File: config.mk
export PLATFORM = sky130hd
export DESIGN_NAME = windowed_moving_average_unit
export DESIGN_NICKNAME = d
export VERILOG_FILES = /design/src/hw/rtl/wma_pkg.sv /design/src/hw/rtl/wma_ring.sv /design/src/hw/rtl/wma_div.sv /design/src/hw/rtl/windowed_moving_average_unit.sv
export SDC_FILE = /design/constraint.sdc
export NUM_CORES = 1
export LEC_CHECK = 0
export ABC_AREA = 1
export BUFFER_PORTS_ARGS = -buffer_cell sky130_fd_sc_hd__buf_2
export CORE_ASPECT_RATIO = 0.6
export CORE_MARGIN = 3
export CORE_UTILIZATION = 28
export DETAILED_ROUTE_END_ITERATION = 8
export PLACE_DENSITY_LB_ADDON = 0.15
export SETUP_SLACK_MARGIN = 0.02
export SYNTH_ARGS = -nofsm -noshare
export SYNTH_HDL_FRONTEND = slang
export SYNTH_SLANG_ARGS = --single-unit
export TNS_END_PERCENT = 20
File: constraint.sdc
create_clock -name i_clk -period 7.1 [get_ports i_clk]
set_input_delay 0.355 -clock i_clk [delete_from_list [all_inputs] [get_ports i_clk]]
set_output_delay 0.355 -clock i_clk [all_outputs]
set_load 0.01 [all_outputs]
File: src/hw/rtl/wma_pkg.sv
`timescale 1ns / 1ps

package wma_pkg;

    localparam int DEPTH_DEF        = 16;
    localparam int SAMPLE_WIDTH_DEF = 16;
    localparam int FILL_W           = 5;
    localparam int CFG_W            = 5;

endpackage

File: src/hw/rtl/wma_ring.sv
`timescale 1ns / 1ps

module wma_ring #(
    parameter int DEPTH  = 16,
    parameter int DATA_W = 16,
    parameter int IDX_W  = 4
) (
    input  logic              i_clk,
    input  logic              i_wr_en,
    input  logic [IDX_W-1:0]  i_wr_addr,
    input  logic [DATA_W-1:0] i_wr_data,
    input  logic              i_rd_en,
    input  logic [IDX_W-1:0]  i_rd_addr,
    output logic [DATA_W-1:0] o_rd_data
);

    logic [DATA_W-1:0] r_mem [DEPTH];
    logic [DATA_W-1:0] r_rd_data;

    always_ff @(posedge i_clk) begin
        if (i_wr_en) begin
            r_mem[i_wr_addr] <= i_wr_data;
        end
    end

    always_ff @(posedge i_clk) begin
        if (i_rd_en) begin
            r_rd_data <= r_mem[i_rd_addr];
        end
    end

    assign o_rd_data = r_rd_data;

endmodule

File: src/hw/rtl/wma_div.sv
`timescale 1ns / 1ps

// Restoring divider, one quotient bit per cycle.
module wma_div #(
    parameter int NUM_W = 21,
    parameter int DEN_W = 5
) (
    input  logic             i_clk,
    input  logic             i_rst_n,
    input  logic             i_start,
    input  logic [NUM_W-1:0] i_num,
    input  logic [DEN_W-1:0] i_den,
    output logic             o_done,
    output logic [NUM_W-1:0] o_quot
);

    localparam int CNT_W = $clog2(NUM_W + 1);

    logic             r_busy;
    logic             r_done;
    logic [CNT_W-1:0] r_cnt;
    logic [NUM_W-1:0] r_q;
    logic [DEN_W:0]   r_rem;
    logic [DEN_W-1:0] r_den;

    logic [DEN_W:0]   w_rem_sh;
    logic [DEN_W:0]   w_rem_sub;
    logic             w_ge;

    always_comb begin
        w_rem_sh  = {r_rem[DEN_W-1:0], r_q[NUM_W-1]};
        w_ge      = (w_rem_sh >= {1'b0, r_den});
        w_rem_sub = w_rem_sh - {1'b0, r_den};
    end

    always_ff @(posedge i_clk) begin
        if (!i_rst_n) begin
            r_busy <= 1'b0;
            r_done <= 1'b0;
            r_cnt  <= '0;
        end else begin
            r_done <= 1'b0;
            if (i_start) begin
                r_busy <= 1'b1;
                r_cnt  <= CNT_W'(NUM_W);
            end else if (r_busy) begin
                r_cnt <= r_cnt - 1'b1;
                if (r_cnt == CNT_W'(1)) begin
                    r_busy <= 1'b0;
                    r_done <= 1'b1;
                end
            end
        end
    end

    always_ff @(posedge i_clk) begin
        if (i_start) begin
            r_q   <= i_num;
            r_rem <= '0;
            r_den <= i_den;
        end else if (r_busy) begin
            r_q   <= {r_q[NUM_W-2:0], w_ge};
            r_rem <= w_ge ? w_rem_sub : w_rem_sh;
        end
    end

    assign o_done = r_done;
    assign o_quot = r_q;

endmodule

File: src/hw/rtl/windowed_moving_average_unit.sv
`timescale 1ns / 1ps

// Channel   Dir  Handshake                         Payload
// s_axis    in   i_s_axis_tvalid / o_s_axis_tready  tdata: sample
// m_axis    out  o_m_axis_tvalid / i_m_axis_tready  tdata: average, fill_level
// cfg       in   i_cfg_we                           i_cfg_wdata: window_length
//
// Each sample passes through the sequencer steps in order, paced by the bit-serial divider at
// one quotient bit per cycle: accept, ring read, sum update, magnitude, quotient bits,
// divider done, output load.
// Input ready only when the sequencer is idle; one result can wait in the output register.
// A stalled output holds the next finished result in the sequencer until the register frees.
// Reset (synchronous, active low) clears the window; ring contents are masked by fill count.
module windowed_moving_average_unit
    import wma_pkg::*;
#(
    parameter int DEPTH        = DEPTH_DEF,
    parameter int SAMPLE_WIDTH = SAMPLE_WIDTH_DEF
) (
    input  logic                                    i_clk,
    input  logic                                    i_rst_n,
    input  logic                                    i_cfg_we,
    input  logic [CFG_W-1:0]                        i_cfg_wdata,
    input  logic                                    i_s_axis_tvalid,
    output logic                                    o_s_axis_tready,
    input  logic [((SAMPLE_WIDTH+7)/8)*8-1:0]       i_s_axis_tdata, // sample
    output logic                                    o_m_axis_tvalid,
    input  logic                                    i_m_axis_tready,
    output logic [((SAMPLE_WIDTH+FILL_W+7)/8)*8-1:0] o_m_axis_tdata // average, fill_level
);

    localparam int OUT_W = ((SAMPLE_WIDTH + FILL_W + 7) / 8) * 8;
    localparam int CNT_W = ($clog2(DEPTH + 1) > FILL_W) ? $clog2(DEPTH + 1) : FILL_W;
    localparam int IDX_W = (DEPTH > 1) ? $clog2(DEPTH) : 1;
    localparam int SUM_W = SAMPLE_WIDTH + CNT_W;

    typedef enum logic [2:0] {
        S_IDLE,
        S_READ,
        S_UPD,
        S_MAG,
        S_DIV,
        S_HOLD
    } t_state;

    t_state                  r_state;
    logic [CNT_W-1:0]        r_window;
    logic [CNT_W-1:0]        r_fill;
    logic [CNT_W-1:0]        r_slot;
    logic signed [SUM_W-1:0] r_sum;
    logic [SAMPLE_WIDTH-1:0] r_sample;
    logic                    r_neg;
    logic [SAMPLE_WIDTH-1:0] r_avg;
    logic                    r_out_valid;
    logic [OUT_W-1:0]        r_out_data;

    logic [CNT_W-1:0]        w_slot;
    logic [CNT_W-1:0]        w_slot_inc;
    logic [CNT_W-1:0]        w_cfg_win;
    logic [SAMPLE_WIDTH-1:0] w_old;
    logic [SAMPLE_WIDTH-1:0] w_rd_data;
    logic signed [SUM_W-1:0] w_new_sum;
    logic [SUM_W-1:0]        w_mag;
    logic                    w_div_start;
    logic                    w_div_done;
    logic [SUM_W-1:0]        w_quot;
    logic [SUM_W-1:0]        w_quot_s;
    logic                    w_out_free;

    always_comb begin
        w_slot = ((r_slot >= r_window) || (r_slot >= CNT_W'(DEPTH))) ? '0 : r_slot;
        w_slot_inc = ((w_slot + 1'b1) >= r_window) ? '0 : w_slot + 1'b1;
        if (i_cfg_wdata == '0) begin
            w_cfg_win = CNT_W'(1);
        end else if (CNT_W'(i_cfg_wdata) > CNT_W'(DEPTH)) begin
            w_cfg_win = CNT_W'(DEPTH);
        end else begin
            w_cfg_win = CNT_W'(i_cfg_wdata);
        end
        // slots not yet written since the last clear read as zero
        w_old = (r_fill < r_window) ? '0 : w_rd_data;
        w_new_sum = r_sum - {{CNT_W{w_old[SAMPLE_WIDTH-1]}}, w_old}
                          + {{CNT_W{r_sample[SAMPLE_WIDTH-1]}}, r_sample};
        w_mag = r_sum[SUM_W-1] ? SUM_W'(-r_sum) : SUM_W'(r_sum);
        w_quot_s = r_neg ? -w_quot : w_quot;
        w_out_free = !r_out_valid || i_m_axis_tready;
    end

    assign w_div_start = (r_state == S_MAG);

    wma_ring #(
        .DEPTH  (DEPTH),
        .DATA_W (SAMPLE_WIDTH),
        .IDX_W  (IDX_W)
    ) u_ring (
        .i_clk     (i_clk),
        .i_wr_en   (r_state == S_UPD),
        .i_wr_addr (w_slot[IDX_W-1:0]),
        .i_wr_data (r_sample),
        .i_rd_en   (r_state == S_READ),
        .i_rd_addr (w_slot[IDX_W-1:0]),
        .o_rd_data (w_rd_data)
    );

    wma_div #(
        .NUM_W (SUM_W),
        .DEN_W (CNT_W)
    ) u_div (
        .i_clk   (i_clk),
        .i_rst_n (i_rst_n),
        .i_start (w_div_start),
        .i_num   (w_mag),
        .i_den   (r_fill),
        .o_done  (w_div_done),
        .o_quot  (w_quot)
    );

    always_ff @(posedge i_clk) begin
        if (!i_rst_n) begin
            r_state     <= S_IDLE;
            r_window    <= CNT_W'(DEPTH);
            r_fill      <= '0;
            r_slot      <= '0;
            r_sum       <= '0;
            r_out_valid <= 1'b0;
        end else begin
            if (r_state == S_HOLD && w_out_free) begin
                r_out_valid <= 1'b1;
            end else if (i_m_axis_tready) begin
                r_out_valid <= 1'b0;
            end
            if (i_cfg_we) begin
                r_window <= w_cfg_win;
                r_fill   <= '0;
                r_slot   <= '0;
                r_sum    <= '0;
            end
            case (r_state)
                S_IDLE: begin
                    if (i_s_axis_tvalid) begin
                        r_state <= S_READ;
                    end
                end
                S_READ: begin
                    r_state <= S_UPD;
                end
                S_UPD: begin
                    r_sum   <= w_new_sum;
                    r_slot  <= w_slot_inc;
                    if (r_fill < r_window) begin
                        r_fill <= r_fill + 1'b1;
                    end
                    r_state <= S_MAG;
                end
                S_MAG: begin
                    r_state <= S_DIV;
                end
                S_DIV: begin
                    if (w_div_done) begin
                        r_state <= S_HOLD;
                    end
                end
                S_HOLD: begin
                    if (w_out_free) begin
                        r_state <= S_IDLE;
                    end
                end
                default: begin
                    r_state <= S_IDLE;
                end
            endcase
        end
    end

    always_ff @(posedge i_clk) begin
        if (r_state == S_IDLE && i_s_axis_tvalid) begin
            r_sample <= i_s_axis_tdata[SAMPLE_WIDTH-1:0];
        end
        if (r_state == S_MAG) begin
            r_neg <= r_sum[SUM_W-1];
        end
        if (r_state == S_DIV && w_div_done) begin
            r_avg <= w_quot_s[SAMPLE_WIDTH-1:0];
        end
        if (r_state == S_HOLD && w_out_free) begin
            r_out_data <= OUT_W'({r_fill[FILL_W-1:0], r_avg});
        end
    end

    assign o_s_axis_tready = (r_state == S_IDLE);
    assign o_m_axis_tvalid = r_out_valid;
    assign o_m_axis_tdata  = r_out_data;

    a_fill_in_window: assert property (@(posedge i_clk) disable iff (!i_rst_n)
        r_fill <= r_window)
        else $error("fill count above window length");

    a_slot_in_window: assert property (@(posedge i_clk) disable iff (!i_rst_n)
        r_slot < r_window)
        else $error("write slot outside window");

    a_accept_reads: assert property (@(posedge i_clk) disable iff (!i_rst_n)
        (i_s_axis_tvalid && o_s_axis_tready && !i_cfg_we) |=> (r_state == S_READ))
        else $error("accepted request did not start a ring read");

    a_done_in_div: assert property (@(posedge i_clk) disable iff (!i_rst_n)
        w_div_done |-> (r_state == S_DIV))
        else $error("divider finished outside divide state");

    a_fill_nonzero: assert property (@(posedge i_clk) disable iff (!i_rst_n)
        (r_state == S_DIV) |-> (r_fill != '0))
        else $error("divide by zero fill count");

endmodule

[Yosys cells after proc, flatten, opt, wreduce, memory -nomap -nowiden]
Memory sizes are Yosys's and may differ from the RTL's. A register that Yosys moved wholly into a read port is not among the register bits.
Cells that the tools add are included.
Word-level totals
  input bits: 26
  bits in registers: 132
  output and inout bits: 26
  memory bits (read-only): 0
  latch bits: 0
  RAM bits: 256
  word-level logic and storage cells: 88
  memories kept: 1
Memory list
  u_ring.r_mem: words 16, width 16, rd ports 1, clocked after Yosys merged registers in 1, write ports 1, RTL line wma_ring.sv:17  | logic [DATA_W-1:0] r_mem [DEPTH];
Cells by class
  bitwise operators: 2
  add/subtract/negate cells: 8
  div/mod/pow operators: 0
  order comparisons: 6
  reduce and logical (&&, ||, !) cells: 14
  multiplexer cells: 31
  equal/unequal tests: 9
  multiply operators: 0
  shifts and indexed selects: 0
Operators by type and width (count)
  two-way mux 21 bit: 5
  two-way mux 5 bit: 12
  two-way mux 16 bit: 2
  adder 21 bit: 1
  negator 21 bit: 1
  subtractor 21 bit: 1
  case mux 3 bit (6 select lines): 1
  negator 16 bit: 1
  adder 5 x 1 -> 5 bit (second input constant): 2
  greater-or-equal comparator 5 bit: 2
  two-way mux 3 bit: 3
  two-way mux 1 bit: 8
  == test 3 x 2 -> 1 bit (second input constant): 2
  == test 3 bit (second input constant): 2
  greater-or-equal comparator 6 x 5 -> 1 bit: 1
  nonzero test 2 bit: 3
  == test 5 x 1 -> 1 bit (second input constant): 1
  greater-or-equal comparator 5 bit (second input constant): 1
  greater-than comparator 5 bit (second input constant): 1
  logical NOT 5 bit: 1
  less-than comparator 5 bit: 1
  subtractor 5 x 1 -> 5 bit (second input constant): 1
  subtractor 5 bit: 1
  inequality test 2 bit (second input constant): 2
  10 further kinds: 14

[Depth between registers and ports, before layout]
  depth in word-level cells: 7
  depth in mapped cells: 23
  mapped depth without buffers: 23

[By module]
Synthesis repeated with hierarchy kept, for this count alone.
Unflattened totals
  cells, all modules: 2182
  area, all modules: 20170.6 µm²
By module, submodules not included
  wma_ring: area each 11541.1 µm², seq. area each 8167.8 µm², cells an instance 1074, times used 1
  windowed_moving_average_unit: area each 6771.5 µm², seq. area each 2422.3 µm², cells an instance 900, times used 1
  wma_div: area each 1858.0 µm², seq. area each 1021.0 µm², cells an instance 208, times used 1

[Worst setup path after synthesis]
OpenSTA, ideal clock, no wires.
  path kind: register -> register
  from: reg r_slot[0]
  to: reg r_slot[3]
  required time: 7.030 ns
  period minus slack after synthesis: 3.550 ns
  setup time: 0.070 ns
  arrival: 3.479 ns
  slack: 3.550 ns
  path buffers: 5
  stages on the path, launching flop included: 22
  cell sequence: dfxtp_1 buf_2 clkbuf_1 buf_2 inv_1 ha_1 nand4_1 nor2_1 nor2_4 nand3_2 buf_2 buf_2 inv_1 ha_1 xnor2_1 ha_1 a21boi_0 o21ai_0 nand2_1 a21oi_1 nand3_1 a21oi_1
On the way
  word-level cells in the longest chain between the ends: 7
  elaborated cells on any way between the ends: 8
  those cells by class: 1 x add/sub; 3 x order compare; 3 x mux; 1 x reduce/logical
RTL lines
  from (decl): RTL line windowed_moving_average_unit.sv:49  | logic [CNT_W-1:0] r_slot;
  from (signal assigned): RTL line windowed_moving_average_unit.sv:149  | r_slot <= w_slot_inc;
  greater-or-equal comparator 5 bit: RTL line windowed_moving_average_unit.sv:71  | w_slot = ((r_slot >= r_window) || (r_slot >= CNT_W'(DEPTH))) ? '0 : r_slot;
  logical OR 1 bit: RTL line windowed_moving_average_unit.sv:71
  two-way mux 5 bit (*): RTL line windowed_moving_average_unit.sv:71
  adder 5 x 1 -> 5 bit (*): RTL line windowed_moving_average_unit.sv:72  | w_slot_inc = ((w_slot + 1'b1) >= r_window) ? '0 : w_slot + 1'b1;
  greater-or-equal comparator 5 bit: RTL line windowed_moving_average_unit.sv:72
  two-way mux 5 bit (*): RTL line windowed_moving_average_unit.sv:72
  two-way mux 5 bit (*): RTL line windowed_moving_average_unit.sv:138  | case (r_state)
Every way passes the cells marked *; elsewhere a longest branch is shown, timed or not.
A chain may end at the register's enable or synchronous reset.

[Final worst setup path]
  from: reg r_window[4]
  to: reg r_sum[10]
On the way
  word-level cells in the longest chain between the ends: 5
RTL lines
  from (decl): RTL line windowed_moving_average_unit.sv:47  | logic [CNT_W-1:0] r_window;
  from (signal assigned): RTL line windowed_moving_average_unit.sv:121  | r_window <= CNT_W'(DEPTH);
  from (signal assigned): RTL line windowed_moving_average_unit.sv:133  | r_window <= w_cfg_win;
  less-than comparator 5 bit: RTL line windowed_moving_average_unit.sv:81  | w_old = (r_fill < r_window) ? '0 : w_rd_data;
  two-way mux 16 bit: RTL line windowed_moving_average_unit.sv:81
  subtractor 21 bit: RTL line windowed_moving_average_unit.sv:82  | w_new_sum = r_sum - {{CNT_W{w_old[SAMPLE_WIDTH-1]}}, w_old}
  adder 21 bit: RTL line windowed_moving_average_unit.sv:83  | + {{CNT_W{r_sample[SAMPLE_WIDTH-1]}}, r_sample};
  two-way mux 21 bit: RTL line windowed_moving_average_unit.sv:138
  to (signal assigned): RTL line windowed_moving_average_unit.sv:148  | r_sum <= w_new_sum;
  to (decl): RTL line windowed_moving_average_unit.sv:50  | logic signed [SUM_W-1:0] r_sum;
No other way between the ends.

==> impl_results.md <==
* Row cnt at 75
* Met3 wire length at roughly 4000 um
* Area contributors post-synth: edfxtp_1 52%, nand2_1 9.6%, inv_1 7.5%
* Hold path start: i_rst_n
* Period minus WS final at 4760 ps
* Via/cell ratio at 4.57
* Number of CTS-inserted buffers at between 40 and 50
* Avg Synthesized Cell Area at 9.16 um2
* Die width at 353 um
* Fin. max-slew vios at 0
* Initial antenna violation count at 2
* Top cell type's share of synthesized area at 0.524
* Area leader, netlist: edfxtp_1
* Clock slew at reported path FFs at ~70 ps
* Gate Count Post-Synth at 2,205
* CTS sink cnt at 404
* Proportion of layout cells with a drive suffix above 1 at 0.0814
* Hold Crit Depth at 2
* Worst Path Required at 7550 ps
* Total track usage at 0.152
* Clk root buf: clkbuf_16
* Pleak at 9.80 nW
* Critical Path Fanout Max at 18
* Hold buffers post-CTS at 16
* Detail Route Antenna Nets at 0
* DRT Pass-1 Iters at 6
* Reg-to-Reg End: r_sum[10]
* Critical Path AT at 5210 ps
* Mapped cell area at 20,200 um2
* Clock Latency Late Sink at a little under 600 ps
* Tcrit/Tclk final at 0.670
* Aggregate global routing overflow at 0
* Pwr/cell area at 265 nW/um2
* Wire per inst at approximately 18 um
* CP Launch Type: register
* Dpl hpwl at a little under 40,000 um
* Seq cells post-synth at 404
* Clock skew at 28.3 ps
* Post-route setup TNS at 0 ps
* Worst hold path type: input port to register
* Reg2reg setup slack at 2340 ps
* Layout Nets at 2,358
* Synth unique cells at 39
* Largest net degree at the start of global routing at 95
* Peak supply drop at 0.183 mV
* IO Count at between 50 and 60
* Final hold viol count at 0
* Number of global-route vias before repair at 14,600
* Drt drc at 0
* Post-CTS sizing at 0
* Hold EP: r_window[4]
* Worst R2R Path Depth at 22
* Status: finished, final reports clean
* Setup Buffers After CTS at 0
* RSZ-0062 raised after global routing: false
* Slew margin rel. at 0.218
* Die H at around 210 um
* Initial Utilization at 0.286
* Die area at 75,500 um2
* Worst slew pin tran at ~1200 ps
* Uppermost routed layer: met4
* Max-Cap Viols at 0
* Via count at 14,900
* Global-route wire length before repair at 89,000 um
* Area growth, synth to finish at 15.1%
* Fillers at approximately 7,300
* Clk buf depth at 3
* Worst Setup End Kind: register
* WL final at between 50,000 and 60,000 um
* Critical path class: register to register
* CORE AREA at ~70,000 um2
* R2r startpoint: r_window[4]
* Placed cell area at ~22,000 um2
* Routability Congestion at 0.870
* Max frequency at ~0.21 GHz
* Setup violators final at 0
* Wl on met1 at around 31,000 um
* Design area at 23,200 um2
* Port Buffers at 48
* YS warnings at 0
* H-tree Lvls at 2
* Met2 wire length at 21,100 um
* Register area share after synthesis at 0.575
* TritonCTS clock tree: built
* Detailed router's first-iteration violation count at 1,365
cells in the mapped netlist (all sizes together):
cell / number
a21boi: 2
a21o: 3
a21oi: 81
a311oi: 1
a31oi: 5
a41oi: 1
and2: 1
buf: 40
clkbuf: 51
clkinv: 3
conb: 1
dfxtp: 52
edfxtp: 352
fa: 21
ha: 49
inv: 409
nand2: 516
nand3: 114
nand3b: 6
nand4: 127
nor2: 238
nor3: 12
nor4: 1
o2111ai: 1
o211ai: 3
o21a: 3
o21ai: 67
o21bai: 3
o22ai: 1
o31ai: 1
or2: 8
xnor2: 5
xor2: 27
worst max path at each step:
stage,start,to,slack [ps],depth (start not counted)
finish,r_window[4],r_sum[10],2340,22
global route,r_window[4],r_sum[14],1890,23
CTS,r_slot[0],u_ring.r_mem[7][3],2350,10
detailed placement,r_slot[0],u_ring.r_mem[7][13],2350,10
global placement,r_slot[0],r_slot[3],2280,16
floorplan,r_slot[0],r_slot[3],3550,21
flip-flops by register name, indices dropped and copies added, names as in the netlist, 16 cells and up:
signal and flops:
u_ring.r_mem 256, o_m_axis_tdata 21, r_sum 21, u_div.o_quot 21, r_avg 16, r_sample 16
u_ring.o_rd_data 16
cell usage in the layout (no fill, tap or decap), drive strengths merged:
master / instances
nand2: 516
inv: 410
edfxtp: 352
nor2: 238
nand4: 127
nand3: 114
buf: 86
a21oi: 81
o21ai: 67
dfxtp: 52
ha: 49
clkbuf: 47
xor2: 27
clkinv: 23
fa: 21
dlygate4sd3: 16
nor3: 12
bufinv: 9
or2: 8
nand3b: 6
a31oi: 5
xnor2: 5
o211ai: 3
a21o: 3
o21a: 3
o21bai: 3
conb: 3
a21boi: 2
diode: 1
a41oi: 1
and2: 1
nor4: 1
o31ai: 1
o2111ai: 1
o22ai: 1
a311oi: 1
clkinvlp: 1
report_power, final:
part / internal (mW) / switching (mW)
registers: 2.68 / 0.0656
clock network: 1.44 / 0.980
logic: 0.298 / 0.700
total: 4.42 / 1.75
critical path, stage by stage (launching register included):
cell and delay [ps]:
dfxtp_1 330, inv_1 100, ha_1 320, nand2_1 50, inv_1 60, o21ai_0 80, nand3_1 240, clkinv_1 510
nor2_1 230, ha_1 260, inv_1 60, ha_1 310, inv_1 90, fa_1 360, inv_1 200, nand3_1 100
nand2_1 170, inv_1 70, o21ai_0 490, a21oi_1 170, or2_2 300, nand3_1 60, a21oi_1 70
cell type report:
type | count | area, um2 | area share
antenna | 1 | 2.50 | 0.000108
clock buffer | 47 | 1090 | 0.0470
clock inverter | 31 | 398 | 0.0171
inverter | 412 | 1550 | 0.0667
multi-input combinational | 1300 | 6690 | 0.288
sequential | 404 | 11600 | 0.500
tap | 962 | 1200 | 0.0518
timing repair buffer | 102 | 686 | 0.0295
metal layers:
metal | vias to the layer above | GRT usage
li1 | 7287 | -
met1 | 7190 | 0.249
met2 | 366 | 0.200
met3 | 65 | 0.0292
met4 | 0 | 0.0367
met5 | - | 0
through the flow:
stage               cells  total power, mW  setup WS (ps)  hold slack [ps]  utilization
floorplan            2207             3.44           3550              400            -
global placement     3164             3.78           2280              408        0.305
detailed placement   3164             3.78           2350              405        0.305
CTS                  3258             6.24           2350             39.8        0.329
global route         3258             6.48           1890             66.6        0.329
finish               3259             6.17           2340             85.4        0.329
cell families after synthesis:
kind of cell / after synthesis / share of synthesized area
compound gates: 172 / 0.0454
xor+xnor: 32 / 0.0139
fa+ha+maj: 70 / 0.0512
buf+inv: 503 / 0.0961
flops: 404 / 0.575
other cells: 1 / 0.000186
simple gates: 1023 / 0.218
Note: power is estimated with default switching activity, not from simulation.
